===== src/rtl/core/sida_pkg.sv =====
`default_nettype none

package sida_pkg;

  // width of the two's complement input value
  localparam int unsigned VALUE_BITS = 32;

  // decimal digits needed for the magnitude: floor(bits * log10(2)) + 1
  localparam int unsigned NUM_DIGITS = (VALUE_BITS * 30103) / 100000 + 1;

  // counter widths
  localparam int unsigned CNT_W = $clog2(VALUE_BITS);
  localparam int unsigned REM_W = $clog2(NUM_DIGITS + 1);

  // character and digit widths
  localparam int unsigned CHAR_W  = 6;
  localparam int unsigned DIGIT_W = 4;

  // ascii codes, truncated to the character width
  localparam logic [CHAR_W-1:0] ASCII_ZERO  = CHAR_W'(48);
  localparam logic [CHAR_W-1:0] ASCII_MINUS = CHAR_W'(45);

  // control word broadcast to every digit cell
  typedef struct packed {
    logic clear;      // load zero into the digit
    logic bit_shift;  // add-3 correction then shift one bit in
    logic dig_shift;  // take the digit of the lower neighbor
  } cell_ctrl_t;

  // add-3 correction of one bcd digit before a left shift
  function automatic logic [DIGIT_W-1:0] dd_adjust(input logic [DIGIT_W-1:0] d);
    logic [DIGIT_W-1:0] r;
    r = (d >= DIGIT_W'(5)) ? d + DIGIT_W'(3) : d;
    return r;
  endfunction

  // bit that a digit hands to its upper neighbor on a shift
  function automatic logic dd_carry(input logic [DIGIT_W-1:0] d);
    logic [DIGIT_W-1:0] r;
    r = dd_adjust(d);
    return r[DIGIT_W-1];
  endfunction

endpackage

`default_nettype wire


===== src/rtl/core/signed_int_to_decimal_ascii_top.sv =====
`default_nettype none

// Converts one signed integer per item into its decimal ASCII text, one
// character per result on text_char_o with last_char_o marking the final
// character; a negative value starts with '-', zero gives a single '0'.
// An item is taken when start is high and busy is low. Results come
// out on strobe for one cycle each and cannot be held off, so the
// receiver must take one character in every cycle that strobe is high.
// A row of BCD digit cells builds the decimal form with one shift-and-add-3
// step per input bit, then leading zero digits are shifted out of the top
// cell one per cycle and the remaining digits are sent one per cycle. Every
// item occupies the block for the same time whatever its value, set by the
// bit loop and the digit shift of the cell row; the last character appears
// in the first cycle with busy low.
module signed_int_to_decimal_ascii_top (
  input  wire logic                               clk_i,
  input  wire logic                               rst_ni,
  input  wire logic                               start,
  output logic                                    busy,
  input  wire logic [sida_pkg::VALUE_BITS-1:0]    value_i,
  output logic                                    strobe,
  output logic      [sida_pkg::CHAR_W-1:0]        text_char_o,
  output logic                                    last_char_o
);

  typedef enum logic [1:0] {
    ST_IDLE,
    ST_CONV,
    ST_SKIP,
    ST_EMIT
  } state_e;

  state_e                           state_q;
  logic [sida_pkg::VALUE_BITS-1:0]  mag_q;
  logic                             neg_q;
  logic [sida_pkg::CNT_W-1:0]       cnt_q;
  logic [sida_pkg::REM_W-1:0]       rem_q;
  logic                             strobe_q;
  logic [sida_pkg::CHAR_W-1:0]      char_q;
  logic                             last_q;

  logic                             accept;
  logic                             neg_in;
  logic [sida_pkg::VALUE_BITS-1:0]  mag_in;
  logic                             top_zero;
  logic                             skip_more;
  logic [sida_pkg::DIGIT_W-1:0]     top_digit;
  sida_pkg::cell_ctrl_t             ctrl;

  logic [sida_pkg::DIGIT_W-1:0]     digit [sida_pkg::NUM_DIGITS];
  logic                             carry [sida_pkg::NUM_DIGITS];

  assign accept = start && (state_q == ST_IDLE);
  assign busy   = (state_q != ST_IDLE);

  // magnitude in unsigned arithmetic, so the most negative value works
  assign neg_in = value_i[sida_pkg::VALUE_BITS-1];
  assign mag_in = neg_in ? ('0 - value_i) : value_i;

  assign top_digit = digit[sida_pkg::NUM_DIGITS-1];
  assign top_zero  = (top_digit == '0);
  assign skip_more = top_zero && (rem_q > sida_pkg::REM_W'(1));

  // control word for the cell row
  always_comb begin
    ctrl.clear     = accept;
    ctrl.bit_shift = (state_q == ST_CONV);
    ctrl.dig_shift = ((state_q == ST_SKIP) && skip_more) || (state_q == ST_EMIT);
  end

  // row of bcd digit cells, least significant at index 0
  for (genvar i = 0; i < sida_pkg::NUM_DIGITS; i++) begin : g_cell
    if (i == 0) begin : g_first
      assign carry[i] = mag_q[sida_pkg::VALUE_BITS-1];
      sida_bcd_cell u_cell (
        .clk_i   (clk_i),
        .ctrl_i  (ctrl),
        .carry_i (carry[i]),
        .digit_i ('0),
        .digit_o (digit[i])
      );
    end else begin : g_rest
      assign carry[i] = sida_pkg::dd_carry(digit[i-1]);
      sida_bcd_cell u_cell (
        .clk_i   (clk_i),
        .ctrl_i  (ctrl),
        .carry_i (carry[i]),
        .digit_i (digit[i-1]),
        .digit_o (digit[i])
      );
    end
  end

  // sequencer and registered outputs
  always_ff @(posedge clk_i or negedge rst_ni) begin
    if (!rst_ni) begin
      state_q  <= ST_IDLE;
      strobe_q <= 1'b0;
      neg_q    <= 1'b0;
      cnt_q    <= '0;
      rem_q    <= '0;
      mag_q    <= '0;
      char_q   <= '0;
      last_q   <= 1'b0;
    end else begin
      strobe_q <= 1'b0;
      unique case (state_q)
        ST_IDLE: begin
          if (start) begin
            mag_q   <= mag_in;
            neg_q   <= neg_in;
            cnt_q   <= sida_pkg::CNT_W'(sida_pkg::VALUE_BITS - 1);
            state_q <= ST_CONV;
          end
        end
        ST_CONV: begin
          mag_q <= {mag_q[sida_pkg::VALUE_BITS-2:0], 1'b0};
          cnt_q <= cnt_q - sida_pkg::CNT_W'(1);
          if (cnt_q == '0) begin
            rem_q   <= sida_pkg::REM_W'(sida_pkg::NUM_DIGITS);
            state_q <= ST_SKIP;
          end
        end
        ST_SKIP: begin
          if (skip_more) begin
            rem_q <= rem_q - sida_pkg::REM_W'(1);
          end else begin
            // sign goes out while the first digit waits in the top cell
            if (neg_q) begin
              strobe_q <= 1'b1;
              char_q   <= sida_pkg::ASCII_MINUS;
              last_q   <= 1'b0;
            end
            state_q <= ST_EMIT;
          end
        end
        ST_EMIT: begin
          strobe_q <= 1'b1;
          char_q   <= sida_pkg::ASCII_ZERO + sida_pkg::CHAR_W'(top_digit);
          last_q   <= (rem_q == sida_pkg::REM_W'(1));
          rem_q    <= rem_q - sida_pkg::REM_W'(1);
          if (rem_q == sida_pkg::REM_W'(1)) begin
            state_q <= ST_IDLE;
          end
        end
        default: begin
          state_q <= ST_IDLE;
        end
      endcase
    end
  end

  assign strobe      = strobe_q;
  assign text_char_o = char_q;
  assign last_char_o = last_q;

endmodule

`default_nettype wire


===== src/rtl/core/sida_bcd_cell.sv =====
`default_nettype none

module sida_bcd_cell (
  input  wire logic                         clk_i,
  input  wire sida_pkg::cell_ctrl_t         ctrl_i,
  input  wire logic                         carry_i,
  input  wire logic [sida_pkg::DIGIT_W-1:0] digit_i,
  output logic      [sida_pkg::DIGIT_W-1:0] digit_o
);

  logic [sida_pkg::DIGIT_W-1:0] digit_q;
  logic [sida_pkg::DIGIT_W-1:0] digit_d;
  logic [sida_pkg::DIGIT_W-1:0] adj;

  // shift-and-add-3 step or digit hand-over
  always_comb begin
    adj = sida_pkg::dd_adjust(digit_q);
    priority if (ctrl_i.clear) begin
      digit_d = '0;
    end else if (ctrl_i.bit_shift) begin
      digit_d = {adj[sida_pkg::DIGIT_W-2:0], carry_i};
    end else if (ctrl_i.dig_shift) begin
      digit_d = digit_i;
    end else begin
      digit_d = digit_q;
    end
  end

  // digit register
  always_ff @(posedge clk_i) begin
    digit_q <= digit_d;
  end

  assign digit_o = digit_q;

endmodule

`default_nettype wire


===== config.mk =====
export PLATFORM = sky130hd
export DESIGN_NAME = signed_int_to_decimal_ascii_top
export DESIGN_NICKNAME = d
export VERILOG_FILES = /design/src/rtl/core/sida_pkg.sv /design/src/rtl/core/signed_int_to_decimal_ascii_top.sv /design/src/rtl/core/sida_bcd_cell.sv
export SDC_FILE = /design/constraint.sdc
export NUM_CORES = 1
export LEC_CHECK = 0
export ABC_AREA = 1
export BUFFER_PORTS_ARGS = -buffer_cell sky130_fd_sc_hd__buf_2
export CAP_MARGIN = 10
export CORE_ASPECT_RATIO = 2
export CORE_MARGIN = 5
export CORE_UTILIZATION = 45
export CTS_BUF_LIST = sky130_fd_sc_hd__clkbuf_4 sky130_fd_sc_hd__clkbuf_8
export CTS_CLUSTER_SIZE = 25
export DETAILED_ROUTE_END_ITERATION = 16
export GPL_TIMING_DRIVEN = 0
export PLACE_DENSITY = 0.68
export SYNTH_ARGS = -nofsm -noshare
export SYNTH_HDL_FRONTEND = slang
export SYNTH_SLANG_ARGS = --single-unit

===== constraint.sdc =====
create_clock -name clk_i -period 1.45 [get_ports clk_i]
set_input_delay 0.145 -clock clk_i [delete_from_list [all_inputs] [get_ports clk_i]]
set_output_delay 0.145 -clock clk_i [all_outputs]
set_load 0.05 [all_outputs]

==> impl_metrics.csv <==
group,metric,value,unit
timing,period_needed,1.769,ns
synthesis,yosys.cell_types.count,41,
route,wire_per_inst,17.50,µm
cts,cts_tree,"yes",
power_and_ir_drop,swShare,0.4836,
cts,clock_latency,0.39,ns
outcome,violations,"negative setup slack",
route,firstDrtPassIters,5,
synthesis,synth_warnings,0,
global_route,grt_pass1_vias,6562,
synthesis,mappedNetlistArea,0.006093,mm²
synthesis,synth_edf_count,0,
timing,fin_crit_sh,1.220,
layout,drive_above_1_share,0.2507,
cts,clock-sinks,92,
timing,relSlewSlack,0.5323,
min_path,hold_path_startpoint,"value_i[15]",
power_and_ir_drop,p_int,10.59,mW
route,drtIter0Drc,327,
synthesis,synth_top_area_cell,"dfrtp_1",
layout,nets,1063,
floorplanning,die-area,0.01611,mm²
cts,clockBufferDepth,2,
route,wirelength,20300,µm
global_route,gr-total-overflow,0,
route,drc,0,
layout,diodes,0,
power_and_ir_drop,power_density,2611,mW/mm²
cts,clk_pin_slew,0.10,ns
power_and_ir_drop,ir_drop,0.001126,V
power_and_ir_drop,power.total,20.51,mW
power_and_ir_drop,cellLeakagePower,3.725,nW
worst_setup_path,end_kind,"flop",
layout,area_growth,28.89,%
synthesis,yosys.area.top_type_share,0.2136,
synthesis,synth.area.top_cells,"dfrtp_1 (21%), dfxtp_1 (13%), nand2_1 (12%), nor2_1 (8.5%), o21ai_0 (6.7%)",
timing,worstMarginPinSlew,0.7015,ns
timing,setup_viol,91,
synthesis,ys_ff_latch,92,
min_path,worstHoldPathType,"in2reg",
route,vias,6403,
placement,dp_slack,-0.5465,ns
timing,hold_viol_final,0,
timing,fmax,0.5652,GHz
floorplanning,core_area,0.01336,mm²
timing,worst_slack,-0.3193,ns
synthesis,syn_area_per_cell,6.681,µm²
worst_setup_path,crit_type,"reg2reg",
timing,drv_slew,0,
power_and_ir_drop,p_switching,9.919,mW
power_and_ir_drop,p_clk_frac,0.097,
worst_setup_path,crit_path_max_fanout,7,
outcome,outcome,"finished, violations left",
job,maxCapViolCount,0,
power_and_ir_drop,power_frac_seq,0.245,
floorplanning,num_rows,60,
placement,io_buffers,43,
synthesis,syn-num-nets,975,
synthesis,synthFlopType,"dfrtp_1",
worst_setup_path,crit_start,"state_q[1]$_DFFE_PN0P_",
floorplanning,initial_core_util,0.4560,
floorplanning,die_h,174.6,µm
global_route,grtUsageTotal,0.2480,
route,ant_nets,0,
cts,htreeDepth,3,
layout,finalNonFillerCells,1160,
layout,nFillCells,1236,
layout,fin_util,0.5877,
placement,gp_congestion,1.000,
global_route,grt_start_max_net_pins,53,
floorplanning,ios,44,
placement,hpwlAfterDp,13910,µm
timing,rsz0062_at_grt,"yes",
timing,final.setup_skew,0.01708,ns
worst_setup_path,cp-start-kind,"flop",
worst_setup_path,worstPathRequired,1.72,ns
synthesis,synthArstFlopShare,0.5652,
cts,clock-root-buffer,"clkbuf_8",
floorplanning,fp.dieW,92.28,µm
power_and_ir_drop,combPwrFrac,0.658,
worst_setup_path,crit_arrival,2.04,ns
global_route,grt_pass1_wl,31530,µm
synthesis,ys_seq_area_frac,0.3450,
route,post_drt_via_cell_ratio,5.520,
synthesis,syn-instance-count,912,
placement,placed_cells_incl_taps,1110,
worst_setup_path,r2r_start,"state_q[1]$_DFFE_PN0P_",
global_route,grt_antenna_before_repair,0,
cts,cts_buffers,9,
==> power groups by stage <==
stage | logic (mW) | clock network (mW) | registers (mW)
3_3_place_gp | 9.55 | 0 | 4.85
2_1_floorplan | 7.07 | 0 | 4.85
3_5_place_dp | 9.71 | 0 | 4.87
4_1_cts | 12.0 | 2.01 | 4.90
6_report | 13.5 | 1.99 | 5.03
5_1_grt | 14.8 | 2.10 | 5.20
==> placed cells by master (no fill, tap or decap), types with 4 or more instances in the layout <==
cell type,count
buf_4,25
a21oi_2,13
ha_4,6
a21oi_1,55
nand2_1,171
nand3_1,64
or2_2,4
a31oi_1,14
dfxtp_1,33
xor2_1,14
buf_2,46
nor2_4,5
nand2_2,25
o21ai_0,65
buf_6,9
clkbuf_4,4
buf_8,8
buf_12,6
inv_1,86
nand4_1,4
dfxtp_2,6
nor2_2,8
o21ai_1,26
o211ai_1,4
dfrtp_1,50
clkbuf_8,11
clkbuf_16,7
nor2_1,128
ha_1,21
inv_2,8
nand2_4,7
o21ai_2,21
==> final timing paths <==
| path | to | slack, ns | cells past startpoint |
|---|---|---|---|
| max reg2reg | mag_q[31]$_DFFE_PN0P_ | -0.32 | 9 |
| min | mag_q[15]$_DFFE_PN0P_ | 0.1 | 4 |
| min in group asynchronous | mag_q[1]$_DFFE_PN0P_ | 0.33 | 2 |
| max in group asynchronous | mag_q[30]$_DFFE_PN0P_ | 0.53 | 3 |
| max | mag_q[31]$_DFFE_PN0P_ | -0.32 | 9 |
| min reg2reg | text_char_o[5]$_DFFE_PN0P_ | 0.47 | 1 |
==> synthesized netlist by cell type, drive strengths merged, types with 7 or more instances <==
cell type / count
or2: 7
nand2: 204
ha: 28
o21ai: 114
a31oi: 15
dfxtp: 40
clkbuf: 13
nand3: 67
buf: 22
nor2: 142
a21oi: 69
inv: 99
xor2: 14
dfrtp: 52
==> layout make-up <==
type | instances | area [µm²] | area share
clock inverter | 6 | 87.58 | 0.01115
sequential | 92 | 2116 | 0.2694
inverter | 99 | 395.4 | 0.05034
multi-input combinational | 686 | 3844 | 0.4894
timing repair buffer | 78 | 649.4 | 0.08268
clock buffer | 10 | 131.4 | 0.01673
buffer | 34 | 436.7 | 0.05560
tap | 155 | 193.9 | 0.02469
==> cell families after synthesis <==
group           share of synthesized area
buf+inv                           0.09240
flops                              0.3450
xor+xnor                          0.02444
simple gates                       0.2959
fa+ha+maj                         0.05750
compound gates                     0.1848
==> state kept, by name, summed over array words and instances (netlist names) <==
register,count
text_char_o,6
g_cell.g_first.u_cell.digit_o,4
g_cell.g_rest.u_cell.digit_o,36
neg_q,1
state_q,2
rem_q,4
mag_q,32
cnt_q,5
last_char_o,1
strobe,1
==> repair_timing <==
| action | 4_1_cts | 5_1_grt |
|---|---|---|
| setup endpoints to repair | 92 | 93 |
| cloned | 3 | 4 |
| endpoints found under the hold margin | 0 | 27 |
| gates resized for setup | 137 | 67 |
| pin swaps | 24 | 21 |
| hold buffers | 0 | 1 |
| setup buffers | 19 | 7 |
==> per-stage QoR <==
| stage | hold slack (ns) | area [µm²] | TNS [ns] |
|---|---|---|---|
| after detailed placement | 0.4488 | 6578 | -33.42 |
| after global placement | 0.4422 | 6578 | -31.70 |
| after floorplan | -0.1506 | 6168 | -1.387 |
| after CTS | 0.03806 | 7468 | -11.72 |
| final | 0.09716 | 7854 | -17.49 |
| after global routing | 0.1287 | 7854 | -23.93 |
==> worst max-delay path, cell delays in order (launching register included) <==
cell,delay [ns]
dfrtp_2,0.46
inv_4,0.09
ha_4,0.19
inv_8,0.05
o21ai_4,0.25
inv_4,0.11
buf_12,0.17
a21oi_2,0.12
o21ai_1,0.09
o21a_1,0.12
==> layer usage <==
| metal | share of wire | GRT usage | vias to the layer above |
|---|---|---|---|
| met1 | 0.34 | 0.2352 | 2948 |
| met4 | 0.076 | 0.1929 | 0 |
| li1 | - | - | 3149 |
| met2 | 0.54 | 0.4646 | 215 |
| met5 | 0 | 0 | - |
| met3 | 0.042 | 0.03291 | 91 |
Power figures use the tool's default switching activity.
